==> config.mk <==
export PLATFORM = sky130hd
export DESIGN_NAME = rtch_ctrl
export DESIGN_NICKNAME = d
export VERILOG_FILES = /design/src/hw/rtl/rtch_pkg.sv /design/src/hw/rtl/rtch_ctrl.sv
export SDC_FILE = /design/constraint.sdc
export NUM_CORES = 1
export LEC_CHECK = 0
export BUFFER_PORTS_ARGS = -buffer_cell sky130_fd_sc_hd__buf_2
export CAP_MARGIN = 20
export CORE_AREA = 10 10 63 65
export DETAILED_ROUTE_END_ITERATION = 6
export DIE_AREA = 0 0 73 75
export HOLD_SLACK_MARGIN = 0.05
export SLEW_MARGIN = 25
export SYNTH_ARGS = -nofsm -noshare
export SYNTH_HDL_FRONTEND = slang
export SYNTH_SLANG_ARGS = --single-unit
==> constraint.sdc <==
create_clock -name clk -period 1.7 [get_ports clk]
set_clock_uncertainty 0.2 [all_clocks]
set_input_delay 0.085 -clock clk [delete_from_list [all_inputs] [get_ports clk]]
set_output_delay 0.085 -clock clk [all_outputs]
set_load 0.01 [all_outputs]
==> src/hw/rtl/rtch_pkg.sv <==
// Shared types, constants and the product-term sequence of the closest-hit unit.
package rtch_pkg;

  localparam int COORD_W   = 32;
  localparam int DIST_W    = 31;
  localparam int IDX_W     = 16;
  localparam int CFG_IDX_W = 3;

  // Triangle index wraps at the smaller of this and 2^IDX_W
  localparam int MAX_TRIANGLES = 65536;
  localparam int TRI_LIMIT     = (MAX_TRIANGLES < 65536) ? MAX_TRIANGLES : 65536;

  localparam logic [DIST_W-1:0] DIST_MAX = '1;

  // Register indexes on the configuration port
  localparam logic [CFG_IDX_W-1:0] REG_ORIGIN_X = 3'd0;
  localparam logic [CFG_IDX_W-1:0] REG_ORIGIN_Y = 3'd1;
  localparam logic [CFG_IDX_W-1:0] REG_ORIGIN_Z = 3'd2;
  localparam logic [CFG_IDX_W-1:0] REG_DIR_X    = 3'd3;
  localparam logic [CFG_IDX_W-1:0] REG_DIR_Y    = 3'd4;
  localparam logic [CFG_IDX_W-1:0] REG_DIR_Z    = 3'd5;
  localparam logic [CFG_IDX_W-1:0] REG_MIN_DIST = 3'd6;

  // Datapath widths
  localparam int SV_W   = 33;           // short operand: dir, e1, e2, s
  localparam int LV_W   = 68;           // long operand: e1, e2, p, q
  localparam int HALF_W = 34;           // long operand is used in two halves
  localparam int PROD_W = SV_W + HALF_W + 1;
  localparam int ACC_W  = 104;
  localparam int P_W    = 66;
  localparam int Q_W    = 67;
  localparam int N_W    = 102;          // det, unum, vnum, tnum
  localparam int SAT_W  = N_W + 15;
  localparam int REM_W  = N_W + 1;
  localparam int QUO_W  = DIST_W;
  localparam int DIV_STEPS = QUO_W;
  localparam int DIV_CNT_W = $clog2(DIV_STEPS);

  localparam int NUM_TERMS = 24;
  localparam int TERM_W    = $clog2(NUM_TERMS);
  localparam logic [TERM_W-1:0] LAST_TERM = TERM_W'(NUM_TERMS - 1);

  // Operand kinds and vector components
  localparam logic [1:0] SK_DIR = 2'd0;
  localparam logic [1:0] SK_E1  = 2'd1;
  localparam logic [1:0] SK_E2  = 2'd2;
  localparam logic [1:0] SK_S   = 2'd3;
  localparam logic [1:0] LK_E1  = 2'd0;
  localparam logic [1:0] LK_E2  = 2'd1;
  localparam logic [1:0] LK_P   = 2'd2;
  localparam logic [1:0] LK_Q   = 2'd3;
  localparam logic [1:0] CX     = 2'd0;
  localparam logic [1:0] CY     = 2'd1;
  localparam logic [1:0] CZ     = 2'd2;

  // Accumulator destinations
  localparam logic [3:0] DST_NONE = 4'd0;
  localparam logic [3:0] DST_P0   = 4'd1;
  localparam logic [3:0] DST_P1   = 4'd2;
  localparam logic [3:0] DST_P2   = 4'd3;
  localparam logic [3:0] DST_Q0   = 4'd4;
  localparam logic [3:0] DST_Q1   = 4'd5;
  localparam logic [3:0] DST_Q2   = 4'd6;
  localparam logic [3:0] DST_DET  = 4'd7;
  localparam logic [3:0] DST_UNUM = 4'd8;
  localparam logic [3:0] DST_VNUM = 4'd9;
  localparam logic [3:0] DST_TNUM = 4'd10;

  typedef struct packed {
    logic signed [COORD_W-1:0] a_x;
    logic signed [COORD_W-1:0] a_y;
    logic signed [COORD_W-1:0] a_z;
    logic signed [COORD_W-1:0] b_x;
    logic signed [COORD_W-1:0] b_y;
    logic signed [COORD_W-1:0] b_z;
    logic signed [COORD_W-1:0] c_x;
    logic signed [COORD_W-1:0] c_y;
    logic signed [COORD_W-1:0] c_z;
    logic                      last_triangle;
  } tri_in_t;

  typedef struct packed {
    logic              hit_found;
    logic [DIST_W-1:0] hit_distance;
    logic [IDX_W-1:0]  hit_triangle;
  } hit_out_t;

  typedef struct packed {
    logic [1:0] s_kind;
    logic [1:0] s_comp;
    logic [1:0] l_kind;
    logic [1:0] l_comp;
    logic       neg;
    logic       first;
    logic [3:0] dest;
  } uop_t;

  typedef struct packed {
    logic              load;
    logic              mul_en;
    logic              mul_hi;
    logic [TERM_W-1:0] term;
    logic              norm;
    logic              check;
    logic              div_step;
    logic              update;
  } ctrl_cmd_t;

  typedef struct packed {
    logic div_needed;
    logic last;
    logic out_busy;
  } dp_status_t;

  function automatic uop_t mk_uop(input logic [1:0] sk, input logic [1:0] sc,
                                  input logic [1:0] lk, input logic [1:0] lc,
                                  input logic neg, input logic first,
                                  input logic [3:0] dest);
    uop_t u;
    u.s_kind = sk;
    u.s_comp = sc;
    u.l_kind = lk;
    u.l_comp = lc;
    u.neg    = neg;
    u.first  = first;
    u.dest   = dest;
    return u;
  endfunction

  // p = dir x e2, det = e1.p, q = s x e1, unum = s.p, vnum = dir.q, tnum = e2.q
  function automatic uop_t uop_rom(input logic [TERM_W-1:0] idx);
    uop_t u;
    case (idx)
      5'd0:  u = mk_uop(SK_DIR, CY, LK_E2, CZ, 1'b0, 1'b1, DST_NONE);
      5'd1:  u = mk_uop(SK_DIR, CZ, LK_E2, CY, 1'b1, 1'b0, DST_P0);
      5'd2:  u = mk_uop(SK_DIR, CZ, LK_E2, CX, 1'b0, 1'b1, DST_NONE);
      5'd3:  u = mk_uop(SK_DIR, CX, LK_E2, CZ, 1'b1, 1'b0, DST_P1);
      5'd4:  u = mk_uop(SK_DIR, CX, LK_E2, CY, 1'b0, 1'b1, DST_NONE);
      5'd5:  u = mk_uop(SK_DIR, CY, LK_E2, CX, 1'b1, 1'b0, DST_P2);
      5'd6:  u = mk_uop(SK_E1,  CX, LK_P,  CX, 1'b0, 1'b1, DST_NONE);
      5'd7:  u = mk_uop(SK_E1,  CY, LK_P,  CY, 1'b0, 1'b0, DST_NONE);
      5'd8:  u = mk_uop(SK_E1,  CZ, LK_P,  CZ, 1'b0, 1'b0, DST_DET);
      5'd9:  u = mk_uop(SK_S,   CY, LK_E1, CZ, 1'b0, 1'b1, DST_NONE);
      5'd10: u = mk_uop(SK_S,   CZ, LK_E1, CY, 1'b1, 1'b0, DST_Q0);
      5'd11: u = mk_uop(SK_S,   CZ, LK_E1, CX, 1'b0, 1'b1, DST_NONE);
      5'd12: u = mk_uop(SK_S,   CX, LK_E1, CZ, 1'b1, 1'b0, DST_Q1);
      5'd13: u = mk_uop(SK_S,   CX, LK_E1, CY, 1'b0, 1'b1, DST_NONE);
      5'd14: u = mk_uop(SK_S,   CY, LK_E1, CX, 1'b1, 1'b0, DST_Q2);
      5'd15: u = mk_uop(SK_S,   CX, LK_P,  CX, 1'b0, 1'b1, DST_NONE);
      5'd16: u = mk_uop(SK_S,   CY, LK_P,  CY, 1'b0, 1'b0, DST_NONE);
      5'd17: u = mk_uop(SK_S,   CZ, LK_P,  CZ, 1'b0, 1'b0, DST_UNUM);
      5'd18: u = mk_uop(SK_DIR, CX, LK_Q,  CX, 1'b0, 1'b1, DST_NONE);
      5'd19: u = mk_uop(SK_DIR, CY, LK_Q,  CY, 1'b0, 1'b0, DST_NONE);
      5'd20: u = mk_uop(SK_DIR, CZ, LK_Q,  CZ, 1'b0, 1'b0, DST_VNUM);
      5'd21: u = mk_uop(SK_E2,  CX, LK_Q,  CX, 1'b0, 1'b1, DST_NONE);
      5'd22: u = mk_uop(SK_E2,  CY, LK_Q,  CY, 1'b0, 1'b0, DST_NONE);
      5'd23: u = mk_uop(SK_E2,  CZ, LK_Q,  CZ, 1'b0, 1'b0, DST_TNUM);
      default: u = mk_uop(SK_DIR, CX, LK_E1, CX, 1'b0, 1'b0, DST_NONE);
    endcase
    return u;
  endfunction

endpackage

==> src/hw/rtl/rtch_ctrl.sv <==
// Sequencer of the closest-hit unit: product terms, sign fix, checks, division, update.
module rtch_ctrl (
  input  logic                   clk,
  input  logic                   rst,
  input  logic                   in_valid,
  output logic                   in_stall,
  output rtch_pkg::ctrl_cmd_t    cmd,
  input  rtch_pkg::dp_status_t   status
);
  import rtch_pkg::*;

  localparam logic [2:0] ST_IDLE   = 3'd0;
  localparam logic [2:0] ST_MUL    = 3'd1;
  localparam logic [2:0] ST_DRAIN  = 3'd2;
  localparam logic [2:0] ST_NORM   = 3'd3;
  localparam logic [2:0] ST_CHECK  = 3'd4;
  localparam logic [2:0] ST_DIV    = 3'd5;
  localparam logic [2:0] ST_UPDATE = 3'd6;

  logic [2:0]           state;
  logic [2:0]           state_next;
  logic [TERM_W-1:0]    term;
  logic                 half;
  logic [DIV_CNT_W-1:0] div_cnt;

  assign in_stall = (state != ST_IDLE);

  // Next state and per-cycle commands
  always_comb begin
    state_next   = state;
    cmd          = '0;
    cmd.term     = term;
    cmd.mul_hi   = half;
    unique case (state)
      ST_IDLE: begin
        if (in_valid) begin
          cmd.load   = 1'b1;
          state_next = ST_MUL;
        end
      end
      ST_MUL: begin
        cmd.mul_en = 1'b1;
        if (half && term == LAST_TERM) state_next = ST_DRAIN;
      end
      ST_DRAIN: state_next = ST_NORM;
      ST_NORM: begin
        cmd.norm   = 1'b1;
        state_next = ST_CHECK;
      end
      ST_CHECK: begin
        cmd.check  = 1'b1;
        state_next = ST_DIV;
      end
      ST_DIV: begin
        if (status.div_needed) begin
          cmd.div_step = 1'b1;
          if (div_cnt == DIV_CNT_W'(DIV_STEPS - 1)) state_next = ST_UPDATE;
        end else begin
          state_next = ST_UPDATE;
        end
      end
      ST_UPDATE: begin
        // a final result waits for the output register to free up
        if (!(status.last && status.out_busy)) begin
          cmd.update = 1'b1;
          state_next = ST_IDLE;
        end
      end
      default: state_next = ST_IDLE;
    endcase
  end

  // State and counters
  always_ff @(posedge clk) begin
    if (rst) begin
      state   <= ST_IDLE;
      term    <= '0;
      half    <= 1'b0;
      div_cnt <= '0;
    end else begin
      state <= state_next;
      if (cmd.load) begin
        term <= '0;
        half <= 1'b0;
      end else if (cmd.mul_en) begin
        half <= ~half;
        if (half) term <= term + 1'b1;
      end
      if (cmd.check) div_cnt <= '0;
      else if (cmd.div_step) div_cnt <= div_cnt + 1'b1;
    end
  end

`ifndef NO_ASSERTIONS
  a_load_starts_mul: assert property (@(posedge clk) disable iff (rst)
    cmd.load |=> state == ST_MUL) else $error("accepted transaction did not start products");
  a_div_bound: assert property (@(posedge clk) disable iff (rst)
    state == ST_DIV |-> div_cnt < DIV_CNT_W'(DIV_STEPS)) else $error("divider overran");
  a_drain_after_last: assert property (@(posedge clk) disable iff (rst)
    $rose(state == ST_DRAIN) |-> $past(term) == LAST_TERM && $past(half))
    else $error("product sequence cut short");
`endif
endmodule

Word-level counts from Yosys, hierarchy flattened
Cells that the tools add are included.
{"block": "op_classes", "eq_ne": 12, "mux": 15, "addsub": 2, "reduce_logical": 8, "n_bitwise": 1}
{"cell": "$pmux W3 S7", "count": 1}
{"cell": "$mux W3", "count": 5}
{"cell": "$add A5 B1 Y5 const B", "count": 2}
{"cell": "$eq A5 B5 Y1 const B", "count": 2}
{"cell": "$eq A3 B3 Y1 const B", "count": 3}
{"cell": "$mux W1", "count": 9}
{"cell": "$eq A3 B2 Y1 const B", "count": 2}
{"cell": "$ne A2 B2 Y1 const B", "count": 3}
{"cell": "$reduce_and A4 Y1", "count": 1}
{"cell": "$reduce_or A2 Y1", "count": 2}
{"cell": "$eq A3 B1 Y1 const B", "count": 1}
{"cell": "$logic_not A3 Y1", "count": 1}
{"cell": "$ne A3 B3 Y1 const B", "count": 1}
{"cell": "$reduce_bool A3 Y1", "count": 1}
{"cell": "$logic_and A1 B1 Y1", "count": 2}
{"cell": "$reduce_and A2 Y1", "count": 1}
{"cell": "$not A1 Y1", "count": 1}
{"block": "word_totals", "word_cells": 42, "in_bits": 6, "output_inout_bits": 13, "reg_bits": 14}

Logic depth before layout (Yosys ltp)
Gate-level depths: netlist of run 1.
{"block": "logic_depth", "depth_word": 4, "ltp_mapped": 5, "depth_no_buf": 5}

Least setup slack after synthesis of run 1
OpenSTA, ideal clock, no wires.
{"block": "synth_path", "path_type": "register to register", "startpoint": "register state[2]", "endpoint": "register term[2]", "path_buffers": 1, "path_slack_ns": 0.137, "period_less_slack_ns": 1.563, "required_time_ns": 1.378, "t_arrival_ns": 1.242, "stages_incl_launch_ff": 5, "setup_ns": 0.122, "path_cell_list": "dfxtp_1 > nor4b_1 > or2_2 > buf_2 > a21oi_1"}
{"item": "start, declared", "line_no": "rtch_ctrl.sv:20", "text": "logic [2:0] state;"}
{"item": "start signal, assigned", "line_no": "rtch_ctrl.sv:81", "text": "state <= state_next;"}
{"item": "end signal, assigned", "line_no": "rtch_ctrl.sv:87", "text": "if (half) term <= term + 1'b1;"}
{"item": "end, declared", "line_no": "rtch_ctrl.sv:22", "text": "logic [TERM_W-1:0] term;"}

==> metrics.txt, run 1 <==
status=finished clean; clock sink count=14; max cap viols=0; setup slack at placement=166 ps; crit path time final=1600 ps; largest net degree at the start of global routing=10; CTS H-tree depth=1; Final nets=127; via count=751; max frequency=625 MHz; Crit Path Class=register to output pin; CTS tree=yes; area of the multi-input gates=460 sq um; first-pass GRT wire length=3.19 mm; Remaining DRCs=0; post-CTS setup buffers=0; syn nets=101; share of post-route cells with drive strength above 1=0.316; Total GRT Usage=0.0712; Fin. Hold Viols=0; distinct cell type count after synthesis=34; Reg area=284 sq um; Area growth syn-to-layout=26.6%; DIE WIDTH=73 um; Slew @ Worst Pin=436 ps; port bufs=18; WP data required=1410 ps; CP peak stage delay=450 ps; DRT Pass-1 Iters=4; largest fanout on the critical path=5; gr ovfl total=0; worst rel slew slack=0.705; PwrDens=1050 nW/um^2; clk root buf=clkbuf_4; top post-synthesis cells by area=dfxtp_1 (35%), a21oi_1 (6.3%), ha_1 (4.7%), or3_1 (4.7%), nand2_1 (4.3%); initial DRC count=61; ant diodes=0; DR vias/cell=5.07; CP arrival=1310 ps; final worst-path cycle share=0.941; core box area=2710 sq um; Fin Setup TNS=0 ps; Hold Slack=67.9 ps; Max VDD drop=0.634 mV; Synth top area share=0.353; Clk pin slew, worst setup/hold paths=90 ps; I/O Pins=19; DIE AREA=5480 sq um; post-route ant nets=0; cell family with most CP delay=simple AND/OR/NAND/NOR gates; Setup violations, final=0; max-slew violation count=0; row count=19; Leakage Power=0.442 nW; yosys warns=0; worst setup margin=100 ps; CP Capture Type=output pin; chip height=75 um; initial antenna violation count=0; TritonCTS Buffers=3; DRT Wirelength=1.87 mm; GPL Wtd Cong=0.865; Yosys reg bits=14; CP cell instances=nor4b_1 > buf_2; Slowest-stage cell, CP=nor4b_1; Synth Instances=92; Initial Util=0.293; Mean Syn Cell Area=8.64 sq um; CTS Buffer Depth=2; DP HPWL=1.45 mm; Hold Path Class=input pin to register; Post-Syn Area=795 sq um; CP Launch Type=register; Fillers=285; vias in the first global route=713; clock latency on the worst-skew pair=280 ps; drt wl/cell=12.6 um; CP Buf/Inv Count=1; RSZ-0062 raised after global routing=no; dominant cell type by area after synthesis=dfxtp_1; register area share after synthesis=0.353; fin util=0.371
[routing by layer]
layer / share of wire / up-vias / GRT usage
met5: 0 / - / 0
li1: - / 378 / -
met4: 0.0070 / 0 / 0.0190
met1: 0.45 / 346 / 0.0848
met2: 0.46 / 25 / 0.110
met3: 0.087 / 2 / 0.0368
[where the power goes]
group          internal [W]  leakage [nW]  switching [W]
registers          0.000368         0.114      0.0000612
logic              0.000190         0.307       0.000188
clock network      0.000130        0.0210       0.000116
[synth_stat cells]
cell type  number
nor3_1          2
a21oi_2         1
buf_2           4
or2_2           1
o2111a_1        1
o21ai_0         5
dfxtp_1        14
o211ai_1        1
inv_1           5
o211a_1         1
nand3_1         4
ha_1            3
xor2_1          1
o31ai_1         2
a21oi_1        10
nand4_1         1
buf_4           2
xnor2_1         1
nand4b_1        1
nand4bb_1       1
nor2_1          4
or2_4           1
or4_4           1
nand3b_1        1
nand2_1         9
nor2b_1         1
nand4b_4        1
or3_1           6
a2111o_1        1
nor4b_1         1
nand2b_1        2
a211oi_1        1
nor3b_4         1
nor3b_2         1
[through the flow]
step,power (W),cells,area (sq um)
floorplan,0.000692,92,795
global placement,0.000799,140,926
detailed placement,0.000805,140,926
CTS,0.00106,148,1000
global route,0.00112,148,1010
finish,0.00105,148,1010
[kinds of logic (layout without fill, tap and decap cells)]
kind of cell | after synthesis | after routing | synth area share
fa+ha+maj | 3 | 3 | 0.0472
compound gates | 23 | 23 | 0.184
flops | 14 | 14 | 0.353
xor+xnor | 2 | 2 | 0.0221
simple gates | 39 | 39 | 0.326
buf+inv | 11 | 36 | 0.0677
[layout by cell type, fill, tap and decap left out, types with 2 or more instances in the layout]
cell	Yosys	routed
clkbuf_4	0	3
dfxtp_1	14	11
dlygate4sd3_1	0	4
ha_1	3	3
nor3_1	2	2
nand3_1	4	4
nand2_1	9	9
a21oi_1	10	10
o21ai_0	5	5
inv_1	5	5
buf_2	4	18
o31ai_1	2	2
dfxtp_2	0	3
buf_4	2	5
nor2_1	4	4
or3_1	6	6
nand2b_1	2	2
[area by class of cell]
cell class | count | share of cell area
Multi-Input combinational cell | 67 | 0.458
Sequential cell | 14 | 0.282
Timing Repair Buffer | 27 | 0.167
Tap cell | 31 | 0.0386
Clock buffer | 4 | 0.0361
Inverter | 5 | 0.0187
[final timing paths]
kind	endpoint	slack, ps	start	depth (start not counted)
setup reg to reg	state[1]$_SDFFE_PP0P_	180	term[1]$_SDFFE_PP0P_	4
hold / removal	state[0]$_SDFFE_PP0P_	70	in_valid	4
setup / recovery	cmd[11]	100	state[2]$_SDFFE_PP0P_	2
hold reg to reg	div_cnt[0]$_SDFFE_PP0P_	290	div_cnt[0]$_SDFFE_PP0P_	2
[state kept, by name, summed over array words and instances (netlist names)]
name and cells:
term 5, div_cnt 5, state 3, half 1
[tightest hold or removal path: cells and delay by family]
family / cells / cell delay (ps)
buffers and inverters: 1 / 110
AND/OR/NAND/NOR: 1 / 130
AO/OA/AOI/OAI: 2 / 200
[repair_timing]
action / 4_1_cts / 5_1_grt
cloned: 0 / 0
hold buffers: 4 / 0
hold endpoints to repair: 14 / 0
endpoints found under the setup margin: 1 / 3
gates resized for setup: 1 / 2
No activity file was read; power rests on OpenSTA's default activity.
==> run 2, diff against run 1 <==
--- a/config.mk
+++ b/config.mk
@@ -6,8 +6,9 @@
 export NUM_CORES = 1
 export LEC_CHECK = 0
 export BUFFER_PORTS_ARGS = -buffer_cell sky130_fd_sc_hd__buf_2
-export CAP_MARGIN = 20
+export CAP_MARGIN = 10
 export CORE_AREA = 10 10 63 65
+export CTS_BUF_LIST = sky130_fd_sc_hd__clkbuf_8
 export DETAILED_ROUTE_END_ITERATION = 6
 export DIE_AREA = 0 0 73 75
 export HOLD_SLACK_MARGIN = 0.05
==> constraint.sdc (replaced) <==
create_clock -name clk -period 1.75 [get_ports clk]
set_clock_uncertainty 0.2 [all_clocks]
set_input_delay 0.0875 -clock clk [delete_from_list [all_inputs] [get_ports clk]]
set_output_delay 0.0875 -clock clk [all_outputs]
set_load 0.01 [all_outputs]
==> run 2 against run 1 <==
Net effect: sequential power down 8.6%; wire length is 0.70% lower; clock power up 29%; critical path type is now input pin to register; final cell count shrank 1.4%; global-route usage shrank 0.14 points; die area unchanged; critical endpoint is now state[2]$_SDFFE_PP0P_; cell area is 0.25% higher; utilization rose by 0.092 points.
==> metrics.txt, run 2 (synthesized netlist as in run 1, its figures left out) <==
Fin. Hold Viols=0; Total GRT Usage=0.0698; post-route ant nets=0; Clk pin slew, worst setup/hold paths=60 ps; Reg power frac=0.356; gr ovfl total=0; Crit Path Class=input pin to register; CTS Buffer Depth=2; hold_sp=status[2]; initial DRC count=37; clock latency on the worst-skew pair=250 ps; setup slack at placement=136 ps; FF-to-FF Start=state[2]$_SDFFE_PP0P_; post-CTS setup buffers=0; Clk pwr share=0.288; area of the multi-input gates=465 sq um; I/O Pins=19; chip height=75 um; largest net degree at the start of global routing=13; Comb pwr share=0.356; Fin Setup TNS=0 ps; largest fanout on the critical path=2; CP Capture Type=register; Area growth syn-to-layout=26.9%; share of post-route cells with drive strength above 1=0.296; Leakage Power=0.442 nW; row count=19; Reg area=280 sq um; post-placement cell area=918 sq um; FF-to-FF End=term[4]$_SDFFE_PP0P_; final worst-path cycle share=0.971; CP Launch Type=input pin; DRT Pass-1 Iters=4; clock sink count=14; worst hold stages=4; status=finished clean; biggest regs=div_cnt: 5 flops, term: 5 flops, state: 3 flops; Worst R2R Path Depth=3; initial antenna violation count=0; ant diodes=0; Final nets=125; worst setup margin=50.0 ps; max frequency=588 MHz; DIE WIDTH=73 um; via count=749; Slew @ Worst Pin=450 ps; PwrDens=1090 nW/um^2; Setup violations, final=0; FF-to-FF setup slack=110 ps; NetSw=0.000365 W; max-slew violation count=0; vias in the first global route=699; Hold Path Class=input pin to register; CTS H-tree depth=1; Int Pwr=0.000738 W; worst rel slew slack=0.697; GPL Wtd Cong=0.842; Remaining DRCs=0; WP data required=1730 ps; first-pass GRT wire length=3.17 mm; max cap viols=0; Finished Cell Area=1010 sq um; core box area=2710 sq um; RSZ-0062 raised after global routing=no; Net Sw Frac=0.331; port bufs=18; TritonCTS Buffers=3; DR vias/cell=5.13; Max VDD drop=0.699 mV; DP HPWL=1.45 mm; DRT Wirelength=1.86 mm; CP arrival=1680 ps; drt wl/cell=12.7 um; crit path time final=1700 ps; Initial Util=0.293; Hold Slack=84.4 ps; Hold Path Sink=div_cnt[0]$_SDFFE_PP0P_; CTS tree=yes; Fillers=285; most common cell after layout, fill and taps aside=buf_2; most frequent cells in the layout=buf_2 (18), dfxtp_1 (14), a21oi_1 (10), nand2_1 (9), or3_1 (6); clk root buf=clkbuf_8; DIE AREA=5480 sq um
run 2: area by class of cell:
class,count,share of cell area
multi-input cells,67,0.462
flip-flops and latches,14,0.278
repair buffers,25,0.149
clock buffers,4,0.0546
well taps,31,0.0385
inverters,5,0.0186
run 2: how the worst max path moves through the flow:
stage / startpoint / endpoint / slack (ps) / cells after the start
finish: status[0] / state[2]$_SDFFE_PP0P_ / 50 / 6
global route: status[0] / state[2]$_SDFFE_PP0P_ / 9 / 6
CTS: status[0] / state[2]$_SDFFE_PP0P_ / 40 / 6
detailed placement: state[2]$_SDFFE_PP0P_ / term[4]$_SDFFE_PP0P_ / 140 / 3
global placement: term[0]$_SDFFE_PP0P_ / state[1]$_SDFFE_PP0P_ / 180 / 4
floorplan: state[2]$_SDFFE_PP0P_ / term[2]$_SDFFE_PP0P_ / 190 / 4
run 2: stage by stage:
step	util	power, W	instances
6_report	0.372	0.00110	146
4_1_cts	0.370	0.00111	146
3_5_place_dp	0.339	0.000790	139
2_1_floorplan	-	0.000672	92
3_3_place_gp	0.339	0.000783	139
5_1_grt	0.372	0.00118	146
run 2: per-layer routing:
metal / vias to the layer above / GRT usage / part of all wire
met1: 357 / 0.0855 / 0.45
met2: 17 / 0.102 / 0.45
li1: 373 / - / -
met3: 2 / 0.0447 / 0.095
met4: 0 / 0.0105 / 0.0032
met5: - / 0 / 0
run 2: power groups by stage:
stage               Sequential, W  Combinational (W)  Clock, W
finish                   0.000392           0.000393  0.000318
global route             0.000400           0.000439  0.000342
CTS                      0.000392           0.000397  0.000325
detailed placement       0.000399           0.000391         0
global placement         0.000398           0.000385         0
floorplan                0.000398           0.000274         0
run 2: repair_timing:
action	in CTS	in global routing
setup endpoints to repair	0	1
hold buffers	3	0
gates resized for setup	0	1
endpoints found under the hold margin	7	0
run 2: critical path, stage by stage:
cell,delay [ps]
dlygate4sd3_1,530
buf_2,110
nand2_1,50
dlygate4sd3_1,550
o211a_1,210
nor3_2,140
==> run 3, diff against run 2 <==
--- a/config.mk
+++ b/config.mk
@@ -7,11 +7,12 @@
 export LEC_CHECK = 0
 export BUFFER_PORTS_ARGS = -buffer_cell sky130_fd_sc_hd__buf_2
 export CAP_MARGIN = 10
-export CORE_AREA = 10 10 63 65
+export CORE_AREA = 10 10 50 52
 export CTS_BUF_LIST = sky130_fd_sc_hd__clkbuf_8
 export DETAILED_ROUTE_END_ITERATION = 6
-export DIE_AREA = 0 0 73 75
+export DIE_AREA = 0 0 60 62
 export HOLD_SLACK_MARGIN = 0.05
+export PLACE_DENSITY = 0.76
 export SLEW_MARGIN = 25
 export SYNTH_ARGS = -nofsm -noshare
 export SYNTH_HDL_FRONTEND = slang
==> run 3 against run 2 <==
Net effect: first-iteration DRC count fell by 84%; sequential share of layout area rose by 0.74 points; clock power barely moved; power rose by 1.5%; critical path depth fell by 2; count of clock-buffer cells in the layout did not move; wire length fell by 1.8%; via count fell by 2.3%; utilization rose by 24 points; critical path type is now register to register.
==> metrics.txt, run 3 (synthesized netlist as in run 1, its figures left out) <==
CTS Buffer Depth=2; CP cell instances=buf_4 > o211a_1 > nor3_2 > dlygate4sd3_1; Crit Path Class=register to register; WL met2=877 um; share of post-route cells with drive strength above 1=0.322; final worst-path cycle share=0.976; row count=15; biggest regs=div_cnt: 5 flops, term: 5 flops, state: 3 flops; clk root buf=clkbuf_8; crit path time final=1710 ps; clock latency on the worst-skew pair=250 ps; status=finished clean; vias in the first global route=669; ant diodes=0; DR WL met3=105 um; gr ovfl total=0; DRT Wirelength=1.82 mm; CP Buf/Inv Count=2; FF-to-FF Start=state[0]$_SDFFE_PP0P_; Max VDD drop=0.609 mV; Fin. Hold Viols=0; DRT Pass-1 Iters=5; drt wl/cell=13.8 um; hold_sp=status[2]; first-pass GRT wire length=2.90 mm; setup slack at placement=192 ps; fin util=0.614; Hold Slack=80.8 ps; PwrDens=1130 nW/um^2; DR vias/cell=5.55; Final nets=125; I/O Pins=19; max cap viols=0; Clk pin slew, worst setup/hold paths=60 ps; max frequency=586 MHz; DIE AREA=3720 sq um; WP data required=1740 ps; Slowest-stage cell, CP=dlygate4sd3_1; initial antenna violation count=0; worst setup margin=42.4 ps; cell family with most CP delay=buffers and inverters; top routing layer used=met4; CTS tree=yes; max-slew violation count=0; CP Capture Type=register; Slew @ Worst Pin=385 ps; post-route ant nets=0; Setup violations, final=0; Total GRT Usage=0.102; Fillers=146; CP peak stage delay=550 ps; DIE WIDTH=60 um; CP Launch Type=register; GPL Wtd Cong=0.791; Leakage Power=0.447 nW; Remaining DRCs=0; core box area=1610 sq um; most common cell after layout, fill and taps aside=buf_2; CP arrival=1700 ps; Area growth syn-to-layout=24.7%; WL met1=817 um; worst rel slew slack=0.741; port bufs=18; via count=732; Critical Path Start=state[0]$_SDFFE_PP0P_; most frequent cells in the layout=buf_2 (18), dfxtp_1 (12), a21oi_1 (10), nand2_1 (9), or3_1 (6); chip height=62 um; largest net degree at the start of global routing=11; largest fanout on the critical path=10; Hold Path Class=input pin to register; CTS H-tree depth=1; Initial Util=0.492; DP HPWL=1.33 mm; initial DRC count=6; TritonCTS Buffers=3; clock sink count=14
==> run 3: cell type report <==
cell class / count / area (sq um) / share of cell area
Clock buffer: 4 / 55.1 / 0.0556
Inverter: 5 / 18.8 / 0.0189
Multi-Input combinational cell: 67 / 465 / 0.470
Sequential cell: 14 / 283 / 0.285
Tap cell: 17 / 21.3 / 0.0215
Timing Repair Buffer: 25 / 148 / 0.149
==> run 3: stage by stage <==
stage / area, sq um / instances / total power [W] / TNS (ps)
2_1_floorplan: 795 / 92 / 0.000672 / 0
3_3_place_gp: 908 / 126 / 0.000786 / 0
3_5_place_dp: 908 / 126 / 0.000791 / 0
4_1_cts: 983 / 132 / 0.00112 / 0
5_1_grt: 991 / 132 / 0.00118 / -6.89
6_report: 991 / 132 / 0.00112 / 0
==> run 3: final timing paths <==
check	slack (ps)	depth (start not counted)	endpoint
worst min-delay path	80	4	div_cnt[0]$_SDFFE_PP0P_
worst max register to register	40	4	state[2]$_SDFFE_PP0P_
worst min register to register	290	2	div_cnt[0]$_SDFFE_PP0P_
worst max-delay path	40	4	state[2]$_SDFFE_PP0P_
==> run 3: what timing repair did <==
action	in CTS	in global routing
setup buffers	0	0
hold endpoints to repair	7	0
endpoints found under the setup margin	0	1
gates resized for setup	0	3
hold buffers	2	0
==> run 3: report_power, final <==
group	switching, W	total (W)	internal, W
sequential	0.0000409	0.000397	0.000356
combinational	0.000209	0.000406	0.000196
clock	0.000117	0.000316	0.000199
total	0.000367	0.00112	0.000752
==> run 3: tightest hold or removal path, stage by stage <==
cell and delay, ps:
buf_2 120, nand4b_4 120, nand2_1 60, a21oi_1 100
==> run 3: per-layer routing <==
metal,vias to the layer above,global-route usage
met5,-,0
met4,0,0.0609
met3,4,0.0244
met2,16,0.166
met1,336,0.117
li1,376,-
